File: src/rtl/scoped_local_slot_stack_core_macros.svh
// Assertion macros used by the slot stack core.
`ifndef SCOPED_LOCAL_SLOT_STACK_CORE_MACROS_SVH
`define SCOPED_LOCAL_SLOT_STACK_CORE_MACROS_SVH

// Checked at every clock edge outside reset.
`define SLSS_ASSERT(lbl, prop, msg) \
  lbl: assert property (@(posedge clk) disable iff (!rst_n) prop) else $error(msg);

// Checked at every clock edge, reset included.
`define SLSS_ASSERT_ALWAYS(lbl, prop, msg) \
  lbl: assert property (@(posedge clk) prop) else $error(msg);

`endif

File: src/rtl/slss_pkg.sv
// ----------------------------------------------------------------------------
// slss_pkg
// Types and codes of the scoped local slot stack.
// ----------------------------------------------------------------------------
package slss_pkg;

  typedef enum logic [2:0] {
    FN_ENTER_BODY  = 3'd0,
    FN_LEAVE_BODY  = 3'd1,
    FN_ENTER_BLOCK = 3'd2,
    FN_LEAVE_BLOCK = 3'd3,
    FN_PUSH        = 3'd4,
    FN_FIND        = 3'd5,
    FN_POP_N       = 3'd6,
    FN_NOP         = 3'd7
  } func_t;

  typedef enum logic [1:0] {
    ST_OK         = 2'd0,
    ST_REDECLARED = 2'd1,
    ST_NOT_FOUND  = 2'd2,
    ST_FULL       = 2'd3
  } status_t;

  typedef enum logic {
    FSM_IDLE,
    FSM_SCAN
  } fsm_t;

  typedef enum logic [1:0] {
    SM_FIND,
    SM_CHECK,
    SM_POP
  } scan_mode_t;

  // Count field is wide enough for stack depths up to 2047.
  localparam int CNT_W = 11;
  localparam int POS_W = 9;

  typedef struct packed {
    logic             valid;
    scan_mode_t       mode;
    logic             hit;
    logic             stop;
    logic [CNT_W-1:0] cnt;
    logic [POS_W-1:0] pos;
  } token_t;

  typedef struct packed {
    func_t       func;
    logic [15:0] name_key;
    logic [6:0]  amount;
  } in_item_t;

  typedef struct packed {
    status_t     status;
    logic [8:0]  position;
    logic [6:0]  number;
    logic [6:0]  depth;
    logic [7:0]  level;
  } out_item_t;

endpackage

File: src/rtl/scoped_local_slot_stack_core.sv
// Results: enter/leave body, enter block, pop n and no-op give their result in the
// cycle after the transfer; push, find and leave block give theirs once the search
// token, walking the cell chain one cell per cycle, has passed the last cell.
// One item is in work at a time; the next is taken once the result is transferred.
// Reset: depth, peak, level, slot base and handshake state clear; entries are
// undefined until pushed.
// ----------------------------------------------------------------------------
// scoped_local_slot_stack_core
// Scoped stack of local-variable slots built as a chain of entry cells.
// ----------------------------------------------------------------------------
module scoped_local_slot_stack_core #(
  parameter int STACK_DEPTH = 64,
  parameter int KEY_WIDTH   = 16,
  parameter int MAX_NEST    = 255
) (
  input  logic                 clk,
  input  logic                 rst_n,
  input  logic                 in_valid,
  output logic                 in_stall,
  input  slss_pkg::in_item_t   in_data,
  output logic                 out_valid,
  input  logic                 out_stall,
  output slss_pkg::out_item_t  out_data,
  input  logic                 cfg_valid,
  output logic                 cfg_ready,
  input  logic [7:0]           cfg_data
);
  import slss_pkg::*;
  `include "scoped_local_slot_stack_core_macros.svh"

  localparam int DW    = $clog2(STACK_DEPTH + 1);
  localparam int LVL_W = $clog2(MAX_NEST + 1);

  fsm_t              state_r, state_nxt;
  logic [DW-1:0]     depth_r, depth_nxt;
  logic [DW-1:0]     peak_r, peak_nxt;
  logic [LVL_W-1:0]  level_r, level_nxt;
  logic [7:0]        base_r;
  func_t             func_r, func_nxt;
  logic [KEY_WIDTH-1:0] key_r, key_nxt;
  logic              inject_r, inject_nxt;
  logic              out_valid_r, out_valid_nxt;
  out_item_t         out_r, out_nxt;

  logic              accept;
  logic              wr_en;
  logic [POS_W-1:0]  push_pos;
  logic [DW-1:0]     pop_cnt;
  token_t            tok [0:STACK_DEPTH];
  token_t            tok_start;

  assign accept    = in_valid && !in_stall;
  assign in_stall  = (state_r != FSM_IDLE) || out_valid_r;
  assign cfg_ready = 1'b1;
  assign out_valid = out_valid_r;
  assign out_data  = out_r;
  assign push_pos  = POS_W'(depth_r) + POS_W'(base_r);
  assign pop_cnt   = DW'(tok[0].cnt);

  always_comb begin
    tok_start       = '0;
    tok_start.valid = inject_r;
    case (func_r)
      FN_PUSH:        tok_start.mode = SM_CHECK;
      FN_LEAVE_BLOCK: tok_start.mode = SM_POP;
      default:        tok_start.mode = SM_FIND;
    endcase
  end
  assign tok[STACK_DEPTH] = tok_start;

  genvar gi;
  generate
    for (gi = 0; gi < STACK_DEPTH; gi++) begin : g_cell
      slss_cell #(
        .KEY_W (KEY_WIDTH),
        .LVL_W (LVL_W)
      ) u_cell (
        .clk      (clk),
        .rst_n    (rst_n),
        .occupied (DW'(gi) < depth_r),
        .wr_en    (wr_en && depth_r == DW'(gi)),
        .wr_key   (key_r),
        .wr_level (level_r),
        .wr_pos   (push_pos),
        .q_key    (key_r),
        .q_level  (level_r),
        .tok_in   (tok[gi+1]),
        .tok_out  (tok[gi])
      );
    end
  endgenerate

  always_comb begin
    state_nxt     = state_r;
    depth_nxt     = depth_r;
    peak_nxt      = peak_r;
    level_nxt     = level_r;
    func_nxt      = func_r;
    key_nxt       = key_r;
    inject_nxt    = 1'b0;
    out_valid_nxt = out_valid_r && out_stall;
    out_nxt       = out_r;
    wr_en         = 1'b0;

    case (state_r)
      FSM_IDLE: begin
        if (accept) begin
          func_nxt     = in_data.func;
          key_nxt      = KEY_WIDTH'(in_data.name_key);
          out_nxt      = '0;
          case (in_data.func)
            FN_ENTER_BODY: begin
              depth_nxt = '0;
              peak_nxt  = '0;
              level_nxt = '0;
            end
            FN_LEAVE_BODY: begin
              out_nxt.number = 7'(peak_r);
              depth_nxt = '0;
              peak_nxt  = '0;
              level_nxt = '0;
            end
            FN_ENTER_BLOCK: begin
              if (level_r < LVL_W'(MAX_NEST)) level_nxt = level_r + 1'b1;
            end
            FN_POP_N: begin
              if (int'(in_data.amount) < int'(depth_r)) begin
                out_nxt.number = in_data.amount;
                depth_nxt      = depth_r - DW'(in_data.amount);
              end else begin
                out_nxt.number = 7'(depth_r);
                depth_nxt      = '0;
              end
            end
            FN_LEAVE_BLOCK, FN_PUSH, FN_FIND: begin
              state_nxt  = FSM_SCAN;
              inject_nxt = 1'b1;
            end
            default: ;
          endcase
          if (state_nxt == FSM_IDLE) begin
            out_valid_nxt = 1'b1;
            out_nxt.depth = 7'(depth_nxt);
            out_nxt.level = 8'(level_nxt);
          end
        end
      end
      FSM_SCAN: begin
        if (tok[0].valid) begin
          state_nxt = FSM_IDLE;
          case (func_r)
            FN_LEAVE_BLOCK: begin
              out_nxt.number = 7'(pop_cnt);
              depth_nxt      = depth_r - pop_cnt;
              if (level_r != '0) level_nxt = level_r - 1'b1;
            end
            FN_PUSH: begin
              if (tok[0].hit) begin
                out_nxt.status = ST_REDECLARED;
              end else if (depth_r >= DW'(STACK_DEPTH)) begin
                out_nxt.status = ST_FULL;
              end else begin
                wr_en            = 1'b1;
                out_nxt.position = push_pos;
                depth_nxt        = depth_r + 1'b1;
                if (depth_nxt > peak_r) peak_nxt = depth_nxt;
              end
            end
            FN_FIND: begin
              if (tok[0].hit) out_nxt.position = tok[0].pos;
              else            out_nxt.status   = ST_NOT_FOUND;
            end
            default: ;
          endcase
          out_valid_nxt = 1'b1;
          out_nxt.depth = 7'(depth_nxt);
          out_nxt.level = 8'(level_nxt);
        end
      end
      default: state_nxt = FSM_IDLE;
    endcase
  end

  always_ff @(posedge clk) begin
    if (!rst_n) begin
      state_r     <= FSM_IDLE;
      depth_r     <= '0;
      peak_r      <= '0;
      level_r     <= '0;
      base_r      <= '0;
      inject_r    <= 1'b0;
      out_valid_r <= 1'b0;
    end else begin
      state_r     <= state_nxt;
      depth_r     <= depth_nxt;
      peak_r      <= peak_nxt;
      level_r     <= level_nxt;
      inject_r    <= inject_nxt;
      out_valid_r <= out_valid_nxt;
      if (cfg_valid && cfg_ready) base_r <= cfg_data;
    end
  end

  always_ff @(posedge clk) begin
    func_r <= func_nxt;
    key_r  <= key_nxt;
    out_r  <= out_nxt;
  end

  `SLSS_ASSERT(a_depth_bound, depth_r <= DW'(STACK_DEPTH), "stack depth beyond capacity")
  `SLSS_ASSERT(a_peak_ge_depth, peak_r >= depth_r, "peak depth below current depth")
  `SLSS_ASSERT(a_token_in_scan, tok[0].valid |-> state_r == FSM_SCAN, "token left chain outside scan")
  `SLSS_ASSERT(a_out_idle, out_valid_r |-> state_r == FSM_IDLE, "result pending while scanning")
  `SLSS_ASSERT_ALWAYS(a_no_accept_busy, (state_r == FSM_SCAN) |-> in_stall, "input taken during scan")

endmodule

File: src/rtl/slss_cell.sv
// ----------------------------------------------------------------------------
// slss_cell
// One stack entry plus one stage of the search token that walks the chain.
// ----------------------------------------------------------------------------
module slss_cell #(
  parameter int KEY_W = 16,
  parameter int LVL_W = 8
) (
  input  logic                  clk,
  input  logic                  rst_n,
  input  logic                  occupied,
  input  logic                  wr_en,
  input  logic [KEY_W-1:0]      wr_key,
  input  logic [LVL_W-1:0]      wr_level,
  input  logic [slss_pkg::POS_W-1:0] wr_pos,
  input  logic [KEY_W-1:0]      q_key,
  input  logic [LVL_W-1:0]      q_level,
  input  slss_pkg::token_t      tok_in,
  output slss_pkg::token_t      tok_out
);
  import slss_pkg::*;

  logic [KEY_W-1:0] key_r;
  logic [LVL_W-1:0] level_r;
  logic [POS_W-1:0] pos_r;
  token_t           tok_r;
  token_t           tok_nxt;
  logic             lvl_eq;

  always_ff @(posedge clk) begin
    if (wr_en) begin
      key_r   <= wr_key;
      level_r <= wr_level;
      pos_r   <= wr_pos;
    end
  end

  assign lvl_eq = (level_r == q_level);

  always_comb begin
    tok_nxt = tok_in;
    if (tok_in.valid && occupied) begin
      case (tok_in.mode)
        SM_FIND, SM_CHECK: begin
          // The token runs from the top down, so the first hit is the newest.
          if (!tok_in.hit && key_r == q_key && (tok_in.mode == SM_FIND || lvl_eq)) begin
            tok_nxt.hit = 1'b1;
            tok_nxt.pos = pos_r;
          end
        end
        SM_POP: begin
          if (!tok_in.stop) begin
            if (lvl_eq) tok_nxt.cnt = tok_in.cnt + 1'b1;
            else        tok_nxt.stop = 1'b1;
          end
        end
        default: tok_nxt = tok_in;
      endcase
    end
  end

  always_ff @(posedge clk) begin
    if (!rst_n) begin
      tok_r <= '0;
    end else begin
      tok_r <= tok_nxt;
    end
  end

  assign tok_out = tok_r;

endmodule
File: config.mk
export PLATFORM = sky130hd
export DESIGN_NAME = scoped_local_slot_stack_core
export DESIGN_NICKNAME = d
export VERILOG_FILES = /design/src/rtl/slss_pkg.sv /design/src/rtl/scoped_local_slot_stack_core.sv /design/src/rtl/slss_cell.sv
export VERILOG_INCLUDE_DIRS = /design/src /design/src/rtl
export SDC_FILE = /design/constraint.sdc
export NUM_CORES = 2
export LEC_CHECK = 0
export BUFFER_PORTS_ARGS = -buffer_cell sky130_fd_sc_hd__clkbuf_2
export CAP_MARGIN = 20
export CORE_MARGIN = 3
export CORE_UTILIZATION = 23
export CTS_BUF_LIST = sky130_fd_sc_hd__clkbuf_4 sky130_fd_sc_hd__clkbuf_8
export CTS_CLUSTER_DIAMETER = 50
export CTS_CLUSTER_SIZE = 14
export DETAILED_ROUTE_END_ITERATION = 12
export HOLD_SLACK_MARGIN = 0.12
export SETUP_SLACK_MARGIN = 0.02
export SLEW_MARGIN = 5
export SYNTH_ARGS = -nofsm -noshare
export SYNTH_HDL_FRONTEND = slang
export SYNTH_HIERARCHICAL = 1
export SYNTH_SLANG_ARGS = --single-unit
File: constraint.sdc
create_clock -name clk -period 14.55 [get_ports clk]
set_clock_uncertainty 0.1 [all_clocks]
set_input_delay 2.1825 -clock clk [delete_from_list [all_inputs] [get_ports clk]]
set_output_delay 2.1825 -clock clk [all_outputs]
set_load 0.005 [all_outputs]
# --- Word-level counts from Yosys, hierarchy flattened ---
# Index checks and enable logic that the tools add are counted.
totals:
  register_bits: 3790
  input_bits: 39
classes:
  addsub: 69
  order_cmp: 68
  n_eq_ne: 342
  muxes: 623
  bitwise: 3
  n_reduce_logical: 529
ops:
  columns: ["op", "n"]
  rows:
  - ["$mux 12", 126]
  - ["$mux 22", 63]
  - ["$mux 9", 129]
  - ["$eq 16x16->1", 64]
  - ["$add 11x1->11 const B", 63]
  - ["$mux 11", 63]
  - ["$eq 8x8->1", 64]
  - ["$logic_and 1x1->1", 257]
  - ["$eq 7x6->1 const B", 32]
  - ["$lt 6x7->1 const A", 32]
  - ["$mux 1", 205]
  - ["$reduce_or 2->1", 65]
  - ["$eq 2x1->1 const B", 64]
  - ["$eq 2x2->1 const B", 64]
  - ["$logic_not 2->1", 64]
  - ["$eq 7x5->1 const B", 16]
  - ["$lt 5x7->1 const A", 16]
  - ["$mux 7", 14]
  - ["$pmux 7 s2", 5]
  - ["$mux 33", 2]
  - ["$pmux 33 s2", 1]
  - ["$logic_or 1x1->1", 65]
  - ["$logic_not 1->1", 64]
  - ["$eq 7x4->1 const B", 8]
  - ["43 further kinds", 88]

# --- Logic depth before layout (Yosys ltp) ---
logic_depth:
  word_depth: 8
  mapped_depth: 13

# --- Modules after synthesis ---
# The synthesis kept the hierarchy.
by_module_without_submodules:
  columns: ["mod", "n_inst", "cells_per_inst", "area_per_inst_um2", "seq_area_each_um2"]
  rows:
  - ["slss_cell", 64, 183, 2329.7, 1491.4]
  - ["scoped_local_slot_stack_core", 1, 798, 6429.9, 2222.1]

# --- Worst setup path after synthesis ---
# No wires, ideal clock.
synth_path:
  path_type: "register -> register"
  start: "register func_r[0]"
  end: "register g_cell[55].u_cell.key_r[0], enable pin"
  setup_time_ps: 506
  arrival_ps: 4493
  required_time_ps: 13944
  path_slack_ps: 9451
  path_stages_with_launch: 6
  path_cell_list: "edfxtp_1 or3b_1 buf_2 nor3_4 nand2_1 nor4_1"
synth_between:
  elab_chain_cells: 5
synth_rtl:
  columns: ["item", "line", "rtl"]
  rows:
  - ["start, declared", "scoped_local_slot_stack_core.sv:39", "func_t func_r, func_nxt;"]
  - ["start signal, assigned", "scoped_local_slot_stack_core.sv:205", "func_r <= func_nxt;"]
  - ["$eq 3x3->1", "scoped_local_slot_stack_core.sv:151", "case (func_r)"]
  - ["$mux 1", "scoped_local_slot_stack_core.sv:151", null]
  - ["$mux 1", "scoped_local_slot_stack_core.sv:149", "if (tok[0].valid) begin"]
  - ["$mux 1", "scoped_local_slot_stack_core.sv:105", "case (state_r)"]
  - ["$logic_and 1x1->1", "scoped_local_slot_stack_core.sv:81", ".wr_en (wr_en && depth_r == DW'(gi)),"]
  - ["end signal, assigned", "slss_cell.sv:32", "key_r <= wr_key;"]
  - ["end, declared", "slss_cell.sv:23", "logic [KEY_W-1:0] key_r;"]
# No other way between the ends.
# A chain may end at the register's enable or synchronous reset.

==> metrics.csv <==
stage,metric,value,unit
power_and_ir_drop,Lkg Pwr,0.0514,uW
global_route,first-pass GRT wire length,570000,um
run,Max Cap Violations,0,
clock_tree,CTS clock-pin slew for the worst setup and hold paths,80,ps
clock_tree,CTS tree,done,
route,drt total wl,389000,um
finish,Finished Cell Area,164000,um^2
critical_path,arrival time at the worst endpoint,5410,ps
timing,Max-slew headroom,0.211,
power_and_ir_drop,power per cell area,117,nW/um^2
clock_tree,post_cts resized,0,
timing,min cycle time layout,4610,ps
timing,Final setup viols,0,
critical_path,Critical Path RT,15340,ps
clock_tree,Sink Count,3538,
clock_tree,number of H-tree levels,5,
route,routed vias,91000,
critical_path,Crit path max-delay family,buffers and inverters,
critical_path,element type at the critical path end,flip-flop,
power_and_ir_drop,maximum vdd drop,0.0648,mV
route,DRC,0,
floorplan,boundary pin count,75,
placed_design,input/output buffers,73,
floorplan,Die Y,797,um
power_and_ir_drop,Tot Pwr,19300,uW
clock_tree,Post-CTS Setup Bufs,0,
route,drt initial violations,8804,
route,drt pass-1 iters,8,
clock_tree,TritonCTS buffer count,375,
placed_design,DP Area,155000,um^2
timing,setup TNS,0,ps
timing,Least-Margin Pin Slew,1180,ps
global_route,gr ovfl total,0,
finish,final net count,11500,
placed_design,Post-DP HPWL,244000,um
timing,fmax,217,MHz
placed_design,post-place setup slack,9610,ps
global_route,largest net degree at the start of global routing,155,
synthesis,Mapped Cells,11200,
timing,Final Hold Viols,0,
critical_path,Buf/Inv on CP,3,
critical_path,CP Launch Type,flip-flop,
clock_tree,hold_buf cts,0,
critical_path,cell chain of the critical path,buf_4 > buf_4 > xor2_1 > nor4_2 > a21boi_1 > buf_4 > o31ai_1 > a21oi_1,
global_route,gr usage total,0.116,
synthesis,mapped cell area,144000,um^2
clock_tree,Skew-Pair Late Insertion Delay,1080,ps
timing,final period utilization,0.317,
global_route,initial antenna violation count,26,
critical_path,critical-path maximum fanout,49,
worst_hold_path,Hold Path Class,flip-flop to flip-flop,
floorplan,Initial Utilization,0.232,
floorplan,Site Rows,289,
route,Post-DRT Antenna Nets,0,
route,Via density,4.55,
timing,worst hold slack,302,ps
status,status,finished clean,
clock_tree,Max Root-Sink Buffers,4,
critical_path,slowest CP cell,dfxtp_4,
timing,Final WS setup,9940,ps
timing,Max Slew Vio Count,0,
synthesis,Syn Area/Cell,12.9,um^2
route,DR WL/cell,19.4,um
critical_path,worst stage delay on the critical path,990,ps
global_route,number of global-route vias before repair,86000,
critical_path,Crit Path Class,flip-flop to flip-flop,
placed_design,RePlAce Congestion,0.841,
floorplan,Core ar.,621000,um^2
clock_tree,Root Buffer,clkbuf_8,
finish,Layout area overhead,14.1,%
timing,RSZ-0062 raised after global routing,no,
floorplan,Die ar.,635000,um^2
critical_path,"most used cell, CP",buf_4,
floorplan,Die W,797,um
synthesis,Synth Warn #,6,
finish,share of layout cells above drive strength 1,0.106,
## per-stage QoR
step,util,cells
final,0.264,20000
after global routing,0.264,20000
after CTS,0.263,19900
after detailed placement,0.249,19200
after global placement,0.249,19200
after floorplan,-,11200
## worst reg2reg max path, stage by stage (launching register included)
cell and delay, ps:
dfxtp_4 990, buf_4 480, buf_4 840, xor2_1 230, nor4_2 730, a21boi_1 390
buf_4 290, o31ai_1 250, a21oi_1 140
## routing by layer
metal / wire length [um] / GRT usage / part of all wire
met2: 177000 / 0.187 / 0.45
met5: 21 / 0 / 0.000054
met3: 24100 / 0.0160 / 0.062
met1: 177000 / 0.163 / 0.46
met4: 10400 / 0.0316 / 0.027
## path summary, 6_finish.rpt
path	end	slack, ps	from	depth (start not counted)
worst max-delay path	g_cell[33].u_cell/tok_out[8]	9940	level_r[2]	8
worst min-delay path	g_cell[1].u_cell/tok_out[5]	300	g_cell[2].u_cell/tok_out[5]	2
worst min register to register	g_cell[1].u_cell/tok_out[5]	300	g_cell[2].u_cell/tok_out[5]	2
worst max register to register	g_cell[33].u_cell/tok_out[8]	9940	level_r[2]	8
## flip-flops by register name, summed over array words and instances, names as in the netlist
signal                 cells
depth_r                    7
g_cell.u_cell/level_r    512
g_cell.u_cell/tok_out   1341
base_r                     8
out_data                  33
func_r                     3
peak_r                     7
state_r                    1
level_r                    8
out_valid                  1
key_r                     16
g_cell.u_cell/key_r     1024
inject_r                   1
g_cell.u_cell/pos_r      576
## layout by cell type (no fill, tap or decap), types with 23 or more instances in the layout
cell type / count
nand4b_1: 641
edfxtp_1: 2164
conb_1: 38
xor2_1: 1540
dfxtp_1: 1362
nor4_2: 130
clkbuf_2: 72
bufinv_16: 41
mux2i_1: 84
inv_4: 27
clkinv_2: 33
o21a_1: 72
clkinv_4: 40
nor2_1: 483
inv_1: 102
nor2_2: 24
o21ai_0: 259
nor4_1: 323
a21boi_1: 71
o31ai_1: 580
nand3_1: 284
clkbuf_4: 72
nand2_1: 288
xnor2_1: 199
inv_6: 32
nor3_1: 77
ha_1: 97
nand4_1: 264
buf_4: 208
buf_12: 23
clkbuf_8: 405
nor2_4: 26
and3b_1: 67
and2_1: 259
a21oi_1: 868
or3_1: 195
clkinvlp_4: 28
## final cells by class
type                       count  area, um^2
antenna                        3        7.51
clock buffer                 477        6110
clock inverter               224        2660
fill                       64100      457000
inverter                     108         408
multi-input combinational   7050       49600
sequential                  3538       92500
tap                         8293       10400
timing repair buffer         305        2410
## power by group
| part | switching [uW] | leakage [uW] | internal, uW | total [uW] |
|---|---|---|---|---|
| sequential | 52.0 | 0.0300 | 10700 | 10800 |
| combinational | 890 | 0.0169 | 249 | 1140 |
| clock | 3750 | 0.00450 | 3620 | 7370 |
| total | 4690 | 0.0514 | 14600 | 19300 |
No activity file was read; power rests on OpenSTA's default activity.
